==> src/hw/rtl/rtp_header_checker_core_macros.svh <==
// ----------------------------------------------------------------------------
// RTP header checker assertion macros
// Concurrent assertion wrappers used by the checker RTL; empty for synthesis.
// ----------------------------------------------------------------------------
`ifndef RTP_HEADER_CHECKER_CORE_MACROS_SVH
`define RTP_HEADER_CHECKER_CORE_MACROS_SVH

`ifndef SYNTH
// Clocked assertion, disabled while reset is asserted.
`define RHC_ASSERT(lbl, clk, rst_n, prop, msg) \
  lbl: assert property (@(posedge clk) disable iff (!rst_n) prop) else $error(msg);
// Clocked assertion that also holds during reset.
`define RHC_ASSERT_ALWAYS(lbl, clk, prop, msg) \
  lbl: assert property (@(posedge clk) prop) else $error(msg);
`else
`define RHC_ASSERT(lbl, clk, rst_n, prop, msg)
`define RHC_ASSERT_ALWAYS(lbl, clk, prop, msg)
`endif

`endif

==> src/hw/rtl/rhc_pkg.sv <==
`timescale 1ns / 1ps
// ----------------------------------------------------------------------------
// rhc_pkg
// Shared types and constants of the RTP header checker.
// ----------------------------------------------------------------------------
package rhc_pkg;

  localparam int unsigned HdrBytes  = 12;
  localparam int unsigned HdrW      = HdrBytes * 8;
  localparam int unsigned PosW      = 4;

  // byte counter: 0..11 header bytes, 12 = header done, rest of packet ignored
  localparam logic [PosW-1:0] POS_LAST_HDR = PosW'(HdrBytes - 1);
  localparam logic [PosW-1:0] POS_DONE     = PosW'(HdrBytes);

  localparam logic [1:0] RTP_VERSION = 2'd2;

  // event queue
  localparam int unsigned QDepth = 4;
  localparam int unsigned QPtrW  = 2;
  localparam int unsigned QCntW  = 3;

  // result payload: lost(16) pt(7) seq(16) ts(32) ssrc(32) = 103, padded to 104
  localparam int unsigned OutDataW = 104;
  localparam int unsigned StatusW  = 3;

  typedef enum logic [StatusW-1:0] {
    ST_OK         = 3'd0,
    ST_SHORT      = 3'd1,
    ST_BAD_HDR    = 3'd2,
    ST_PT_CHANGED = 3'd3,
    ST_OLD        = 3'd4
  } status_t;

  // one verdict request from the front end
  typedef struct packed {
    logic            is_short;
    logic [HdrW-1:0] hdr;       // byte 0 in the top bits
  } hdr_evt_t;

endpackage

==> src/hw/rtl/rhc_front.sv <==
`timescale 1ns / 1ps
// ----------------------------------------------------------------------------
// rhc_front
// Byte intake: counts header bytes, assembles the header, posts verdict events.
// ----------------------------------------------------------------------------
`include "rtp_header_checker_core_macros.svh"

module rhc_front (
  input  logic             clk,
  input  logic             rst_n,
  input  logic             in_tvalid,
  output logic             in_tready,
  input  logic [7:0]       in_tdata,
  input  logic             in_tlast,
  input  logic             q_full,
  output logic             evt_push,
  output rhc_pkg::hdr_evt_t evt
);
  import rhc_pkg::*;

  logic [PosW-1:0]   pos_r, pos_nxt;
  logic [HdrW-9:0]   hdr_r;
  logic              accept;
  logic              at_last_hdr;

  assign in_tready   = !q_full;
  assign accept      = in_tvalid && in_tready;
  assign at_last_hdr = (pos_r == POS_LAST_HDR);

  // verdict on the 12th byte, or a short-packet event on an early last mark
  assign evt_push     = accept && (at_last_hdr || (in_tlast && (pos_r < POS_LAST_HDR)));
  // {is_short, header with byte 0 on top}
  assign evt          = {!at_last_hdr, hdr_r, in_tdata};

  always_comb begin
    pos_nxt = pos_r;
    if (accept) begin
      if (in_tlast) begin
        pos_nxt = '0;
      end else if (pos_r != POS_DONE) begin
        pos_nxt = pos_r + 1'b1;
      end
    end
  end

  always_ff @(posedge clk) begin
    if (!rst_n) begin
      pos_r <= '0;
    end else begin
      pos_r <= pos_nxt;
    end
  end

  // 11-byte shift line; a full header always shifts in fresh bytes
  always_ff @(posedge clk) begin
    if (accept) begin
      hdr_r <= {hdr_r[HdrW-17:0], in_tdata};
    end
  end

  `RHC_ASSERT(a_pos_range, clk, rst_n, pos_r <= POS_DONE, "byte counter out of range")
  `RHC_ASSERT(a_hdr_evt_pos, clk, rst_n, (evt_push && !evt.is_short) |-> (pos_r == POS_LAST_HDR), "header event off the twelfth byte")
  `RHC_ASSERT(a_last_rewind, clk, rst_n, (accept && in_tlast) |=> (pos_r == '0), "counter not rewound after last byte")

endmodule

==> src/hw/rtl/rhc_fifo.sv <==
`timescale 1ns / 1ps
// ----------------------------------------------------------------------------
// rhc_fifo
// Small event queue between the byte intake and the verdict stage.
// ----------------------------------------------------------------------------
`include "rtp_header_checker_core_macros.svh"

module rhc_fifo (
  input  logic              clk,
  input  logic              rst_n,
  input  logic              push,
  input  rhc_pkg::hdr_evt_t din,
  output logic              full,
  input  logic              pop,
  output logic              not_empty,
  output rhc_pkg::hdr_evt_t dout
);
  import rhc_pkg::*;

  hdr_evt_t          entry_r [QDepth];
  logic [QPtrW-1:0]  wr_ptr_r, rd_ptr_r;
  logic [QCntW-1:0]  cnt_r, cnt_nxt;
  logic              do_push, do_pop;

  assign full      = (cnt_r == QCntW'(QDepth));
  assign not_empty = (cnt_r != '0);
  assign do_push   = push && !full;
  assign do_pop    = pop && not_empty;
  assign dout      = entry_r[rd_ptr_r];

  always_comb begin
    cnt_nxt = cnt_r;
    if (do_push && !do_pop) begin
      cnt_nxt = cnt_r + 1'b1;
    end else if (do_pop && !do_push) begin
      cnt_nxt = cnt_r - 1'b1;
    end
  end

  always_ff @(posedge clk) begin
    if (!rst_n) begin
      wr_ptr_r <= '0;
      rd_ptr_r <= '0;
      cnt_r    <= '0;
    end else begin
      cnt_r <= cnt_nxt;
      if (do_push) begin
        wr_ptr_r <= wr_ptr_r + 1'b1;
      end
      if (do_pop) begin
        rd_ptr_r <= rd_ptr_r + 1'b1;
      end
    end
  end

  always_ff @(posedge clk) begin
    if (do_push) begin
      entry_r[wr_ptr_r] <= din;
    end
  end

  `RHC_ASSERT(a_cnt_bound, clk, rst_n, cnt_r <= QCntW'(QDepth), "queue count above depth")
  `RHC_ASSERT(a_no_drop, clk, rst_n, push |-> !full, "event pushed into full queue")
  `RHC_ASSERT(a_ptr_gap, clk, rst_n, (cnt_r == '0) |-> (wr_ptr_r == rd_ptr_r), "pointers disagree on empty queue")

endmodule

==> src/hw/rtl/rhc_back.sv <==
`timescale 1ns / 1ps
// ----------------------------------------------------------------------------
// rhc_back
// Verdict stage: header checks, payload type and timestamp tracking, result reg.
// ----------------------------------------------------------------------------
`include "rtp_header_checker_core_macros.svh"

module rhc_back (
  input  logic                          clk,
  input  logic                          rst_n,
  input  logic                          q_valid,
  input  rhc_pkg::hdr_evt_t             q_evt,
  output logic                          q_pop,
  output logic                          out_tvalid,
  input  logic                          out_tready,
  output logic [rhc_pkg::OutDataW-1:0]  out_tdata,
  output logic [rhc_pkg::StatusW-1:0]   out_tuser
);
  import rhc_pkg::*;

  logic                out_valid_r;
  logic [OutDataW-1:0] out_data_r;
  status_t             out_status_r;

  logic                awaiting_first_r;
  logic [6:0]          kept_pt_r;
  logic [15:0]         kept_ts_r;     // only the low half enters the difference

  logic [1:0]          ver;
  logic                ext, mark;
  logic [3:0]          csrc;
  logic [6:0]          pt;
  logic [15:0]         seq;
  logic [31:0]         ts, ssrc;
  logic [15:0]         diff;
  status_t             status;
  logic [15:0]         lost;
  logic                keep;

  assign ver  = q_evt.hdr[95:94];
  assign ext  = q_evt.hdr[92];
  assign csrc = q_evt.hdr[91:88];
  assign mark = q_evt.hdr[87];
  assign pt   = q_evt.hdr[86:80];
  assign seq  = q_evt.hdr[79:64];
  assign ts   = q_evt.hdr[63:32];
  assign ssrc = q_evt.hdr[31:0];
  assign diff = ts[15:0] - kept_ts_r;

  always_comb begin
    status = ST_OK;
    lost   = '0;
    keep   = 1'b0;
    priority if (q_evt.is_short) begin
      status = ST_SHORT;
    end else if (ver != RTP_VERSION || ext || csrc != '0 || mark) begin
      status = ST_BAD_HDR;
    end else if (awaiting_first_r) begin
      keep = 1'b1;
    end else if (pt != kept_pt_r) begin
      status = ST_PT_CHANGED;
    end else if (diff[15]) begin
      // old packet: diff - 65535 modulo 2^16
      status = ST_OLD;
      lost   = diff + 16'd1;
    end else begin
      lost = diff;
      keep = 1'b1;
    end
  end

  assign q_pop      = q_valid && (!out_valid_r || out_tready);
  assign out_tvalid = out_valid_r;
  assign out_tdata  = out_data_r;
  assign out_tuser  = out_status_r;

  always_ff @(posedge clk) begin
    if (!rst_n) begin
      out_valid_r      <= 1'b0;
      awaiting_first_r <= 1'b1;
      kept_pt_r        <= '0;
      kept_ts_r        <= '0;
    end else begin
      if (q_pop) begin
        out_valid_r <= 1'b1;
      end else if (out_tready) begin
        out_valid_r <= 1'b0;
      end
      if (q_pop && keep) begin
        awaiting_first_r <= 1'b0;
        kept_pt_r        <= pt;
        kept_ts_r        <= ts[15:0];
      end
    end
  end

  always_ff @(posedge clk) begin
    if (q_pop) begin
      out_status_r <= status;
      if (q_evt.is_short) begin
        out_data_r <= '0;
      end else begin
        out_data_r <= {1'b0, ssrc, ts, seq, pt, lost};
      end
    end
  end

  `RHC_ASSERT(a_short_zero, clk, rst_n, (out_valid_r && out_status_r == ST_SHORT) |-> (out_data_r == '0), "short verdict carries data")
  `RHC_ASSERT(a_first_ok, clk, rst_n, $fell(awaiting_first_r) |-> (out_valid_r && out_status_r == ST_OK && out_data_r[15:0] == '0), "first accepted header not reported clean")
  `RHC_ASSERT(a_pad_zero, clk, rst_n, out_valid_r |-> !out_data_r[OutDataW-1], "pad bit set")

endmodule

==> src/hw/rtl/rtp_header_checker_core.sv <==
`timescale 1ns / 1ps
// RTP header checker. Packet bytes enter one per transaction on the in_ stream
// (network order, in_tlast on the final byte) and one verdict per packet leaves
// on the out_ stream: after the 12th byte, or at the last byte of a shorter
// packet. A byte is accepted every cycle while the event queue has room; a
// verdict passes the event queue and the result register on its way to
// out_tvalid, and one verdict per cycle can drain while out_tready is high,
// so a stream of one-byte packets still runs at one transaction per clock.
// Status codes on out_tuser: 0 ok, 1 too short, 2 bad header (version not 2,
// X, CC or M set), 3 payload type changed, 4 old packet (16-bit timestamp
// step above 32767, lost_count = step - 65535). The first good header and
// every later ok header set the tracked payload type and timestamp; all other
// verdicts leave them unchanged. There is no clearing pass after reset.
// ----------------------------------------------------------------------------
// rtp_header_checker_core
// Top level: byte intake, event queue and verdict stage.
// ----------------------------------------------------------------------------

module rtp_header_checker_core (
  input  logic                          clk,
  input  logic                          rst_n,
  // byte stream
  input  logic                          in_tvalid,
  output logic                          in_tready,
  input  logic [7:0]                    in_tdata,   // [7:0] byte_data
  input  logic                          in_tlast,   // last_byte
  // verdict stream
  output logic                          out_tvalid,
  input  logic                          out_tready,
  // [15:0] lost_count (signed), [22:16] payload_kind, [38:23] sequence_value,
  // [70:39] time_stamp, [102:71] source_id, [103] zero pad
  output logic [rhc_pkg::OutDataW-1:0]  out_tdata,
  output logic [rhc_pkg::StatusW-1:0]   out_tuser   // [2:0] status
);
  import rhc_pkg::*;

  // front -> queue
  logic     evt_push;
  hdr_evt_t evt_in;
  logic     q_full;
  // queue -> back
  logic     q_valid;
  logic     q_pop;
  hdr_evt_t evt_out;

  // Front end: tracks the byte position and builds the 12-byte header.
  rhc_front u_front (
    .clk       (clk),
    .rst_n     (rst_n),
    .in_tvalid (in_tvalid),
    .in_tready (in_tready),
    .in_tdata  (in_tdata),
    .in_tlast  (in_tlast),
    .q_full    (q_full),
    .evt_push  (evt_push),
    .evt       (evt_in)
  );

  // Decouples intake from a stalled result side.
  rhc_fifo u_fifo (
    .clk       (clk),
    .rst_n     (rst_n),
    .push      (evt_push),
    .din       (evt_in),
    .full      (q_full),
    .pop       (q_pop),
    .not_empty (q_valid),
    .dout      (evt_out)
  );

  // Back end: judges each header and owns the tracked stream state.
  rhc_back u_back (
    .clk        (clk),
    .rst_n      (rst_n),
    .q_valid    (q_valid),
    .q_evt      (evt_out),
    .q_pop      (q_pop),
    .out_tvalid (out_tvalid),
    .out_tready (out_tready),
    .out_tdata  (out_tdata),
    .out_tuser  (out_tuser)
  );

endmodule

==> config.mk <==
export PLATFORM = sky130hd
export DESIGN_NAME = rtp_header_checker_core
export DESIGN_NICKNAME = d
export VERILOG_FILES = /design/src/hw/rtl/rhc_pkg.sv /design/src/hw/rtl/rhc_front.sv /design/src/hw/rtl/rhc_fifo.sv /design/src/hw/rtl/rhc_back.sv /design/src/hw/rtl/rtp_header_checker_core.sv
export VERILOG_INCLUDE_DIRS = /design/src /design/src/hw/rtl
export SDC_FILE = /design/constraint.sdc
export NUM_CORES = 1
export LEC_CHECK = 0
export ABC_AREA = 1
export BUFFER_PORTS_ARGS = -buffer_cell sky130_fd_sc_hd__buf_2
export CORE_MARGIN = 2
export CORE_UTILIZATION = 38
export CTS_CLUSTER_SIZE = 12
export DETAILED_ROUTE_END_ITERATION = 8
export GPL_ROUTABILITY_DRIVEN = 1
export PLACE_DENSITY_LB_ADDON = 0.25
export SYNTH_ARGS = -nofsm -noshare
export SYNTH_HDL_FRONTEND = slang
export SYNTH_HIERARCHICAL = 1
export SYNTH_SLANG_ARGS = --single-unit
==> constraint.sdc <==
create_clock -name clk -period 17.8 [get_ports clk]
set_input_delay 2.67 -clock clk [delete_from_list [all_inputs] [get_ports clk]]
set_output_delay 2.67 -clock clk [all_outputs]
set_load 0.05 [all_outputs]
# Word level (Yosys, flattened, before mapping)
# Memory sizes are Yosys's and may differ from the RTL's. A register that Yosys moved wholly into a read port is not among the register bits.
# Cells that the tools add are included.
[classes]
add_sub_neg = 7
order_cmp = 1
n_eq_ne = 5
mux = 20
n_bitwise = 1
n_reduce_logical = 27
[ops]
columns = ["cell", "count"]
rows = [
  ["adder 16 x 1 -> 16 bit (second input constant)", 1],
  ["two-way mux 16 bit", 1],
  ["subtractor 16 bit", 1],
  ["two-way mux 2 bit", 5],
  ["logical AND 1 bit", 9],
  ["two-way mux 1 bit", 9],
  ["two-way mux 3 bit", 3],
  ["two-way mux 4 bit", 2],
  ["inequality test 7 bit", 1],
  ["nonzero test 2 bit", 3],
  ["logical NOT 1 bit", 5],
  ["logical OR 1 bit", 5],
  ["OR reduction 5 bit", 1],
  ["adder 2 x 1 -> 2 bit (second input constant)", 2],
  ["adder 4 x 1 -> 4 bit (second input constant)", 1],
  ["== test 4 bit (second input constant)", 1],
  ["less-than comparator 4 bit (second input constant)", 1],
  ["inequality test 4 bit (second input constant)", 1],
  ["nonzero test 4 bit", 1],
  ["OR reduction 4 bit", 1],
  ["adder 3 x 1 -> 3 bit (second input constant)", 1],
  ["== test 3 bit (second input constant)", 1],
  ["nonzero test 3 bit", 1],
  ["subtractor 3 x 1 -> 3 bit (second input constant)", 1],
  ["3 further kinds", 3],
]
[word_totals]
reg_bits = 231
ramBits = 388
inputBits = 13
n_memories = 1
[mem_list]
columns = ["memory", "depth", "width", "rd", "rd_clocked_by_memory_dff", "wr", "line", "text"]
rows = [
  ["u_fifo.entry_r", 4, 97, 1, 1, 1, "rhc_fifo.sv:20", "hdr_evt_t entry_r [QDepth];"],
]

# Logic depth before layout (Yosys ltp)
[logic_depth]
word_depth = 9
mapped_depth = 23
ltp_nobuf = 20

# Cells and area by module
# Netlist, hierarchy kept.
[by_module_without_submodules]
columns = ["mod", "n_inst", "cells_per_inst", "area_per_inst_um2"]
rows = [
  ["rhc_fifo", 1, 1006, 14824.2],
  ["rhc_back", 1, 748, 6603.8],
  ["rhc_front", 1, 138, 2997.9],
]

# Worst setup path before layout
# Ideal clock, no wire load.
[synth_path]
path_type = "input port to flip-flop"
startpoint = "in out_tready"
endpoint = "reg u_fifo.cnt_r[1]"
arrival_ps = 9614
setup_slack_ps = 8070
stages = 8
n_path_buf = 0
cell_sequence = "inv_1 a21oi_1 nand2_1 ha_1 inv_1 fa_1 o21ai_0 nor2_1"
[synth_via]
elab_chain_len = 6
elab_cells_between_ends = 8
classes_between = "mux (1); reduce/logical (7)"
[synth_rtl]
columns = ["element", "line", "text"]
rows = [
  ["from (decl)", "rtp_header_checker_core.sv:29", "input logic out_tready,"],
  ["logical OR 1 bit", "rhc_back.sv:72", "assign q_pop = q_valid && (!out_valid_r || out_tready);"],
  ["logical AND 1 bit", "rhc_back.sv:72", ""],
  ["via q_pop", "rtp_header_checker_core.sv:43", "logic q_pop;"],
  ["logical AND 1 bit", "rhc_fifo.sv:28", "assign do_pop = pop && not_empty;"],
  ["logical NOT 1 bit", "rhc_fifo.sv:33", "if (do_push && !do_pop) begin"],
  ["logical AND 1 bit", "rhc_fifo.sv:33", ""],
  ["two-way mux 3 bit", "rhc_fifo.sv:33", ""],
  ["via u_fifo.cnt_nxt[1]", "rhc_fifo.sv:22", "logic [QCntW-1:0] cnt_r, cnt_nxt;"],
  ["to (signal assigned)", "rhc_fifo.sv:46", "cnt_r <= cnt_nxt;"],
  ["to (decl)", "rhc_fifo.sv:22", ""],
]
# The timed path passes the listed nets, and every way through them passes these cells.
# A chain may end at the register's enable or synchronous reset.

# Worst setup path in the final report
[layout_path]
startpoint = "in in_tvalid"
endpoint = "mem u_fifo/entry_r[1][78] (netlist bit) (enable)"
[layout_via]
elab_chain_len = 5
[layout_rtl]
columns = ["element", "line", "text"]
rows = [
  ["from (decl)", "rtp_header_checker_core.sv:23", "input logic in_tvalid,"],
  ["logical AND 1 bit", "rhc_front.sv:27", "assign accept = in_tvalid && in_tready;"],
  ["via u_front.accept", "rhc_front.sv:23", "logic accept;"],
  ["logical AND 1 bit", "rhc_front.sv:31", "assign evt_push = accept && (at_last_hdr || (in_tlast && (pos_r < POS_LAST_HDR)));"],
  ["via evt_push", "rtp_header_checker_core.sv:38", "logic evt_push;"],
  ["logical AND 1 bit", "rhc_fifo.sv:27", "assign do_push = push && !full;"],
  ["two-way mux 1 bit", "rhc_fifo.sv:57", "if (do_push) begin"],
  ["two-way mux 1 bit (not written as such)", "rhc_fifo.sv:58", "entry_r[wr_ptr_r] <= din;"],
  ["to (decl)", "rhc_fifo.sv:20", ""],
]
# The timed path passes the listed nets, and every way through them passes these cells.

==> flow_summary.yaml <==
power_and_ir_drop:
  p_per_area_nw_per_um2: 174.3
  p_switching_mw: 1.833
  peakVddDrop_uv: 111.2
  internal-power_mw: 2.973
  pwr-share-clk_pct: 26.9
  finalPower_mw: 4.806
  pwr-share-seq_pct: 41.8
  leakage_nw: 10.10
  swShare_pct: 38.14
  combPwrFrac_pct: 31.3
critical_path:
  cp.arrival_ps: 5870
  cp_data_required_time_ps: 18010
  crit_start: "in_tvalid"
  regToRegEndpoint: "u_back/kept_pt_r[2]"
  crit_cells: 8
  worstPathCellList: "buf_2 > inv_2 > nor2_4 > buf_4 > a21boi_1 > nand2_1 > nor2_4 > buf_4"
  cpPeakStageDelay_ps: 1010
  cp-end-kind: "flop"
  cp_slowest_cell: "buf_4"
  path_max_fanout: 70
  r2r_cells: 17
  cp-endpoint: "u_fifo/entry_r[1][78]"
  crit_type: "in -> reg"
  start_kind: "input pin"
  reg2reg_slack_ps: 12850
  cp.buffers_inverters: 4
  worst_path_dominant_cell_family: "buffers and inverters"
sta:
  tightest_slew_ps: 1135
  tns_ps: 0
  fmax_ghz: 0.1765
  fin_skew_ps: 18.09
  rsz0062_at_grt: "false"
  relSlewSlack_pct: 24.35
  setup_violations: 0
  period_share_pct: 31.84
  hold_viol_final: 0
  fin_crit_ps: 5667
  maxSlewViolCount: 0
cts:
  root_buffer: "clkbuf_16"
  cts_setup_buffers: 0
  cts_resized: 0
  clkSinkCount: 615
  hold_buffers: 0
  clk_path_buf_depth: 3
  cts_htree_levels: 3
  cts_tree: "done"
  cts.clk_slew.worst_paths_ps: 50
  cts_buffers: 67
  worstSkewPairLatency_ps: 600
floorplanning:
  design.core.area_um2: 63080
  rows: 92
  pin_count: 122
  start_util_pct: 38.45
  fp.dieW_um: 256.6
  die-height_um: 256.6
  dieArea_um2: 65860
finish:
  final_cell_area_um2: 27580
  antenna_cells: 0
  fin_nets: 2035
  layout-drive-gt1-share_pct: 13.46
  synthToLayoutAreaGrowth_pct: 13.72
  fillCellCount: 5850
drt:
  drtIter0Drc: 923
  wl_per_cell_um: 17.73
  route.detailed.drc: 0
  final_antenna_net_count: 0
  vias_per_cell: 4.933
  vias: 14250
  wl_um: 51220
  first_pass_iters: 7
global_routing:
  grt.total_usage_pct: 15.56
  antenna_found_initial: 0
  grt_overflow_total: 0
  grt_max_degree: 125
  grt_pass1_vias: 14150
  grt_pass1_wl_um: 80410
placed_design:
  place_area_um2: 25540
  gp_congestion: 0.7951
  dpl.hpwl_um: 28790
  port_buffers: 120
hold_path:
  min_from: "u_back/kept_ts_r[6]"
  hold_path_class: "reg -> reg"
job:
  maxCapViolations: 0
logic_synthesis:
  synth_fp_nets: 1920
  avgSynthCellArea_um2: 12.89
  syn_inst: 1882
  yosysWarnings: 6
  syn_area_um2: 24250
status:
  outcome: "finished clean"
## through the flow
| stage | util (%) | instances | hold WS (ps) | setup slack (ps) |
|---|---|---|---|---|
| after floorplan | - | 1882 | 440.4 | 8070 |
| after global placement | 40.49 | 2774 | 453.6 | 11470 |
| after detailed placement | 40.49 | 2774 | 458.3 | 11460 |
| after CTS | 43.72 | 2889 | 465.0 | 12090 |
| after global routing | 43.72 | 2889 | 474.0 | 11860 |
| final | 43.72 | 2889 | 462.5 | 12130 |
## state kept, by name, summed over array words and instances (netlist names), 3 cells and up, named ones only
name and cells:
u_back/kept_pt_r 7, u_back/out_tdata 103, u_back/out_tuser 3, u_front/pos_r 4, u_back/kept_ts_r 16, u_front/hdr_r 87, u_fifo/entry_r 384, u_fifo/cnt_r 3
## power by group through the flow
stage	clock network (mW)	logic, mW	registers [mW]
floorplan	0	0.787	2.41
global placement	0	1.51	2.04
detailed placement	0	1.52	2.04
CTS	1.33	1.52	2.01
global route	1.39	1.65	2.04
finish	1.29	1.50	2.01
## routing by layer
metal	vias up	track usage [%]	routed length [um]
met1	7066	20.55	23340
met4	0	4.700	906
li1	6830	-	-
met5	-	0	0
met3	74	2.778	2064
met2	282	26.19	24910
## cells in the final DEF (no fill, tap or decap), types with 5 or more instances in the layout
cell       count
clkinv_1      11
buf_4         15
nand2_4        5
inv_2          5
edfxtp_1     577
clkbuf_16     68
a21oi_2       15
nand2_2        8
o22ai_1       95
clkbuf_1      18
a21oi_1       22
ha_1          23
o21ai_1       79
o21ai_0      146
nand4_1       17
inv_1        185
nand2_1      143
xnor2_1        8
nand3_1       42
clkinv_2       7
dfxtp_1       36
nor2_1       346
nor2_4         6
buf_2        120
## worst min path at each step
stage / slack (ps) / cells past startpoint / end
floorplan: 440 / 2 / u_back/kept_ts_r[2]
global placement: 450 / 2 / u_back/kept_ts_r[6]
detailed placement: 460 / 2 / u_back/kept_ts_r[6]
CTS: 470 / 2 / u_back/kept_ts_r[6]
global route: 470 / 2 / u_back/kept_ts_r[12]
finish: 460 / 2 / u_back/kept_ts_r[6]
## final cells by class
class	instances	area, um2	share of cell area (%)
clock inverter	26	227.7	0.8257
tap	846	1059	3.838
clock buffer	89	1810	6.565
sequential	615	18090	65.61
inverter	192	726.9	2.636
timing repair buffer	136	733.2	2.659
multi-input combinational	985	4927	17.87
## worst min-delay path: stages, from the launching register on
cell and delay, ps:
dfxtp_1 290, inv_1 70, a21oi_2 50
Note: power is estimated with default switching activity, not from simulation.
